$ cat config.mk
export PLATFORM = sky130hd
export DESIGN_NAME = sbi_front
export DESIGN_NICKNAME = d
export VERILOG_FILES = /design/src/rtl/sbi_pkg.sv /design/src/rtl/sbi_front.sv
export SDC_FILE = /design/constraint.sdc
export NUM_CORES = 2
export LEC_CHECK = 0
export ABC_AREA = 0
export BUFFER_PORTS_ARGS = -buffer_cell sky130_fd_sc_hd__buf_2
export CORE_UTILIZATION = 50
export DETAILED_ROUTE_END_ITERATION = 16
export PLACE_DENSITY = 0.68
export SKIP_LAST_GASP = 1
export SLEW_MARGIN = 10
export SYNTH_ARGS = -nofsm -noshare
export SYNTH_HDL_FRONTEND = slang
export SYNTH_SLANG_ARGS = --single-unit
$ cat constraint.sdc
create_clock -name i_clk -period 37.2 [get_ports i_clk]
set_input_delay 3.72 -clock i_clk [delete_from_list [all_inputs] [get_ports i_clk]]
set_output_delay 3.72 -clock i_clk [all_outputs]
set_load 0.005 [all_outputs]
$ cat src/rtl/sbi_pkg.sv
// ----------------------------------------------------------------------------
// sbi_pkg
// Types, constants and helpers shared by the segment/box intersection block.
// ----------------------------------------------------------------------------
package sbi_pkg;

    localparam int COORD_W = 32;
    localparam int D_W     = COORD_W + 1;
    localparam int DEN_W   = COORD_W + 2;
    localparam int T_BITS  = 24;
    localparam int P_W     = D_W + 1;
    localparam int C_W     = P_W + 1;
    localparam int M_W     = D_W + T_BITS + 1;
    localparam int CFG_IDX_W = 3;

    typedef logic signed [COORD_W-1:0] t_coord;
    typedef logic signed [D_W-1:0]     t_dist;
    typedef logic signed [P_W-1:0]     t_prod;

    typedef enum logic [CFG_IDX_W-1:0] {
        CFG_MIN_X = 3'd0,
        CFG_MIN_Y = 3'd1,
        CFG_MIN_Z = 3'd2,
        CFG_MAX_X = 3'd3,
        CFG_MAX_Y = 3'd4,
        CFG_MAX_Z = 3'd5
    } t_cfg_idx;

    typedef struct packed {
        logic signed [COORD_W-1:0] start_x;
        logic signed [COORD_W-1:0] start_y;
        logic signed [COORD_W-1:0] start_z;
        logic signed [COORD_W-1:0] end_x;
        logic signed [COORD_W-1:0] end_y;
        logic signed [COORD_W-1:0] end_z;
    } t_seg;

    typedef struct packed {
        logic hits_box;
        logic box_valid;
    } t_res;

    typedef struct packed {
        t_coord [2:0] lo;
        t_coord [2:0] hi;
    } t_box;

    // item as it leaves the classifier
    typedef struct packed {
        logic         known;
        logic         khit;
        logic         bvalid;
        t_coord [2:0] s;
        t_dist  [2:0] dl;
        t_dist  [5:0] d1;
        t_dist  [5:0] d2;
        logic   [5:0] act;
    } t_work;

    typedef struct packed {
        logic         known;
        logic         khit;
        logic         bvalid;
        t_coord [2:0] s;
        t_dist  [2:0] dl;
    } t_item;

    typedef struct packed {
        logic             act;
        logic [DEN_W-1:0] rem;
        logic [DEN_W-1:0] den;
        logic [T_BITS-1:0] q;
    } t_div;

    function automatic t_div div_step(input t_div x);
        t_div          y;
        logic [DEN_W:0] r2;
        y  = x;
        r2 = {x.rem, 1'b0};
        if (r2 >= {1'b0, x.den}) begin
            y.rem = DEN_W'(r2 - {1'b0, x.den});
            y.q   = {x.q[T_BITS-2:0], 1'b1};
        end else begin
            y.rem = r2[DEN_W-1:0];
            y.q   = {x.q[T_BITS-2:0], 1'b0};
        end
        return y;
    endfunction

endpackage

$ cat src/rtl/sbi_front.sv
// ----------------------------------------------------------------------------
// sbi_front
// Classifies each segment (box check, early reject, start inside) and forms
// face distances; holds the words in a two-entry queue for the back end.
// ----------------------------------------------------------------------------
module sbi_front (
    input  logic          i_clk,
    input  logic          i_rst_n,
    input  logic          i_push,
    output logic          o_full,
    input  sbi_pkg::t_seg i_seg,
    input  sbi_pkg::t_box i_box,
    input  logic          i_take,
    output logic          o_avail,
    output sbi_pkg::t_work o_work
);
    import sbi_pkg::*;

    t_work      w;
    t_work      r_mem [2];
    logic       r_wp, r_rp;
    logic [1:0] r_cnt;
    logic       push_ok, pop_ok;

    always_comb begin
        t_coord s [3];
        t_coord e [3];
        t_coord p;
        logic   rej, ins, val;
        s[0] = i_seg.start_x; s[1] = i_seg.start_y; s[2] = i_seg.start_z;
        e[0] = i_seg.end_x;   e[1] = i_seg.end_y;   e[2] = i_seg.end_z;
        rej = 1'b0;
        ins = 1'b1;
        val = 1'b1;
        w   = '0;
        for (int a = 0; a < 3; a++) begin
            if ($signed(i_box.lo[a]) > $signed(i_box.hi[a])) val = 1'b0;
            if (s[a] < $signed(i_box.lo[a]) && e[a] < $signed(i_box.lo[a])) rej = 1'b1;
            if (s[a] > $signed(i_box.hi[a]) && e[a] > $signed(i_box.hi[a])) rej = 1'b1;
            if (!(s[a] > $signed(i_box.lo[a]) && s[a] < $signed(i_box.hi[a]))) ins = 1'b0;
            w.s[a]  = s[a];
            w.dl[a] = D_W'({e[a][COORD_W-1], e[a]} - {s[a][COORD_W-1], s[a]});
        end
        for (int f = 0; f < 6; f++) begin
            p = (f < 3) ? i_box.lo[f % 3] : i_box.hi[f % 3];
            w.d1[f] = D_W'({s[f%3][COORD_W-1], s[f%3]} - {p[COORD_W-1], p});
            w.d2[f] = D_W'({e[f%3][COORD_W-1], e[f%3]} - {p[COORD_W-1], p});
            w.act[f] = ($signed(w.d1[f]) < 0 && $signed(w.d2[f]) > 0)
                    || ($signed(w.d1[f]) > 0 && $signed(w.d2[f]) < 0);
        end
        w.bvalid = val;
        w.known  = !val || rej || ins;
        w.khit   = val && !rej && ins;
    end

    assign o_full  = (r_cnt == 2'd2);
    assign o_avail = (r_cnt != 2'd0);
    assign o_work  = r_mem[r_rp];
    assign push_ok = i_push && !o_full;
    assign pop_ok  = i_take && o_avail;

    always_ff @(posedge i_clk) begin
        if (!i_rst_n) begin
            r_wp  <= 1'b0;
            r_rp  <= 1'b0;
            r_cnt <= 2'd0;
        end else begin
            if (push_ok) r_wp <= !r_wp;
            if (pop_ok)  r_rp <= !r_rp;
            r_cnt <= r_cnt + 2'(push_ok) - 2'(pop_ok);
        end
    end

    always_ff @(posedge i_clk) begin
        if (push_ok) r_mem[r_wp] <= w;
    end

endmodule

==> impl_metrics.env <==
export IMPL_hold_violations=0
export IMPL_num_rows=140
export IMPL_power_frac_comb_pct=33.1
export IMPL_finalSetupTns_ns=0
export IMPL_synth_area_leader_cell="edfxtp_1"
export IMPL_antenna_found_initial=51
export IMPL_syn_inst=6371
export IMPL_netlist_area_leader_share_pct=48.8
export IMPL_grt_usage_pct=34.3
export IMPL_ys_ff_latch=1205
export IMPL_required_ns=33.48
export IMPL_syn_avg_cell_area_sq_um=11.6
export IMPL_num_vias=58819
export IMPL_place_gp_congestion=1.03
export IMPL_total_power_mw=4.75
export IMPL_area_growth_pct=15.7
export IMPL_cts_max_level=4
export IMPL_drv_slew=0
export IMPL_cts_setup_buffers=0
export IMPL_dp_hpwl_microns=210000
export IMPL_final_setup_viol_count=0
export IMPL_skew_ns=0.0153
export IMPL_drc=0
export IMPL_cts_max_path_buffers=3
export IMPL_fill_cells=12356
export IMPL_peakVddDrop_mv=0.0519
export IMPL_antenna_left=0
export IMPL_viasPerCell=6.22
export IMPL_synth_area_leaders="edfxtp_1 (49%), ha_1 (10%), mux2_2 (9.2%)"
export IMPL_ys_types=103
export IMPL_io_pin_count=990
export IMPL_synth_edf_count=1200
export IMPL_crit_path_end_kind="output port"
export IMPL_first_iter_violations=6288
export IMPL_clkLatencyLatePin_ns=0.79
export IMPL_die_x_microns=386
export IMPL_post_cts_resized=0
export IMPL_hold_class="flip-flop to flip-flop"
export IMPL_outcome="finished, final reports clean"
export IMPL_synth_common_cells="edfxtp_1 (1200), mux2_2 (606), ha_1 (590)"
export IMPL_crit_type="flip-flop to output port"
export IMPL_io_buffers=989
export IMPL_tritoncts_num_buffers=136
export IMPL_core_area_sq_um=146000
export IMPL_relSlewSlack_pct=18.6
export IMPL_multi_input_area_sq_um=35500
export IMPL_die_area_sq_um=149000
export IMPL_fin_nets=8393
export IMPL_wl_per_cell_microns=28.0
export IMPL_fmax_mhz=112
export IMPL_post_synth_top_count_cell="edfxtp_1"
export IMPL_grt_overflow_total=0
export IMPL_worstMarginPinSlew_ns=1.21
export IMPL_clk_pin_slew_worst_paths_ns=0.06
export IMPL_ys_warn_count=0
export IMPL_drv_cap=0
export IMPL_critPathArrivalTime_ns=5.19
export IMPL_cp_slowest_stage_delay_ns=0.86
export IMPL_period_minus_slack_ns=8.91
export IMPL_whs_ns=0.544
export IMPL_power_frac_seq_pct=38.8
export IMPL_drive_gt1_share_pct=25.4
export IMPL_p_sw_share_pct=33.7
export IMPL_setup_slack_ns=28.29
export IMPL_synth_async_reset_ratio_pct=0
export IMPL_regArea_sq_um=36100
export IMPL_place_area_sq_um=81000
export IMPL_rsz0062_at_grt="no"
export IMPL_initial_core_util_pct=50.6
export IMPL_cts_hold_buffers_added=0
export IMPL_p_per_area_nw_per_um2=55.6
export IMPL_syn_nets=7364
export IMPL_cts_sinks=1205
export IMPL_p_clk_share_pct=28.1
export IMPL_pre_cts_ws_ns=28.72
export IMPL_cts_tree="built"
export IMPL_p_switching_mw=1.60
export IMPL_p_leak_nw=34.7
export IMPL_design_area_sq_um=85500
export IMPL_internal_power_mw=3.15
export IMPL_ys_seq_area_share_pct=48.9
export IMPL_critPathMaxFanout=154
export IMPL_finalCritPeriodShare_pct=24.0
export IMPL_cp_slowest_cell="buf_4"
export IMPL_synth_area_sq_um=73900
export IMPL_cts_root_buf="clkbuf_16"
export IMPL_dr_pass1_iters=7
export IMPL_grt_pass1_vias=55234
export IMPL_crit_path_start_kind="flip-flop"
export IMPL_dieHeight_microns=386
export IMPL_routed_wl_microns=265000
export IMPL_yosys_most_used_dff="edfxtp_1"
export IMPL_grt_start_max_net_pins=155
export IMPL_crit_path_frequent_cell="buf_4"
export IMPL_grt_pass1_wl_microns=376000
export IMPL_crit_chain="buf_12 -> buf_4 -> buf_4 -> buf_4 -> mux2_2 -> buf_2"
-- logic make-up after synthesis --
logic type / share of synthesized area (%)
xor gates and xnor gates: 4.02
muxes: 9.48
adders and majority gates: 10.4
buffers and inverters: 3.09
and+or+nand+nor: 10.4
DFF: 48.9
AOI/OAI and AO/OA: 13.7
-- path summary, 6_finish.rpt --
kind,from,to,slack (ns),cells past startpoint
setup / recovery,flip-flop,o_work[370],28.29,6
hold / removal,r_rp$_SDFFE_PN0P_,r_rp$_SDFFE_PN0P_,0.54,2
setup reg to reg,r_cnt[0]$_SDFF_PN0_,r_mem[0][378]$_DFFE_PP_,32.78,7
hold reg to reg,r_rp$_SDFFE_PN0P_,r_rp$_SDFFE_PN0P_,0.54,2
-- cell usage in the layout, fill, tap and decap left out, types with 56 or more instances in the layout --
cell	synthesis	routed
o211ai_1	64	64
nor3_1	128	128
nand2_1	269	269
a31oi_1	56	56
nor2b_1	72	72
nor2_1	374	373
xnor2_1	240	240
o21a_1	104	104
nand3_1	98	98
o21ai_0	250	250
and3_1	60	59
clkbuf_16	0	137
mux2_2	606	606
ha_1	590	590
buf_2	6	989
inv_1	476	476
a21oi_1	401	401
nand4_1	81	81
nand2b_1	81	81
xor2_1	99	99
a21o_1	214	214
edfxtp_1	1200	1200
-- state kept, by name (all words and copies together) (netlist names), named ones only --
signal,flops
r_cnt,2
r_mem,1200
r_rp,1
r_wp,1
-- critical path, delay by kind of cell, from the launching register on --
| family | cells | cell delay [ns] |
|---|---|---|
| buffers and inverters | 5 | 3.07 |
| muxes | 1 | 0.42 |
| DFF | 1 | 0.71 |
-- final cells by class --
type	count	area share [%]
clock buffers	159	4.14
clock inverters	84	1.01
multi-input cells	4565	41.5
inverters	476	2.09
repair buffers	1016	6.09
diodes	27	0.0790
well taps	1917	2.81
flip-flops and latches	1205	42.3
-- stage by stage --
stage,utilization (%),instances
after floorplan,-,6371
after global placement,55.5,9179
after detailed placement,55.5,9179
after CTS,58.5,9422
after global routing,58.5,9440
final,58.5,9449
-- metal layers --
metal	up-vias	share of wire [%]	GRT usage, %
met2	2962	45	54.1
li1	26365	-	-
met4	16	5.0	16.0
met5	-	0.030	0
met1	28958	41	46.0
met3	518	8.5	5.83
-- power groups by stage --
stage	clock, mW	combinational (mW)	sequential, mW
finish	1.33	1.57	1.84
global route	1.40	1.67	1.86
CTS	1.35	1.56	1.84
detailed placement	0	1.54	1.87
global placement	0	1.53	1.86
floorplan	0	0.897	2.00
Note: power is estimated with default switching activity, not from simulation.
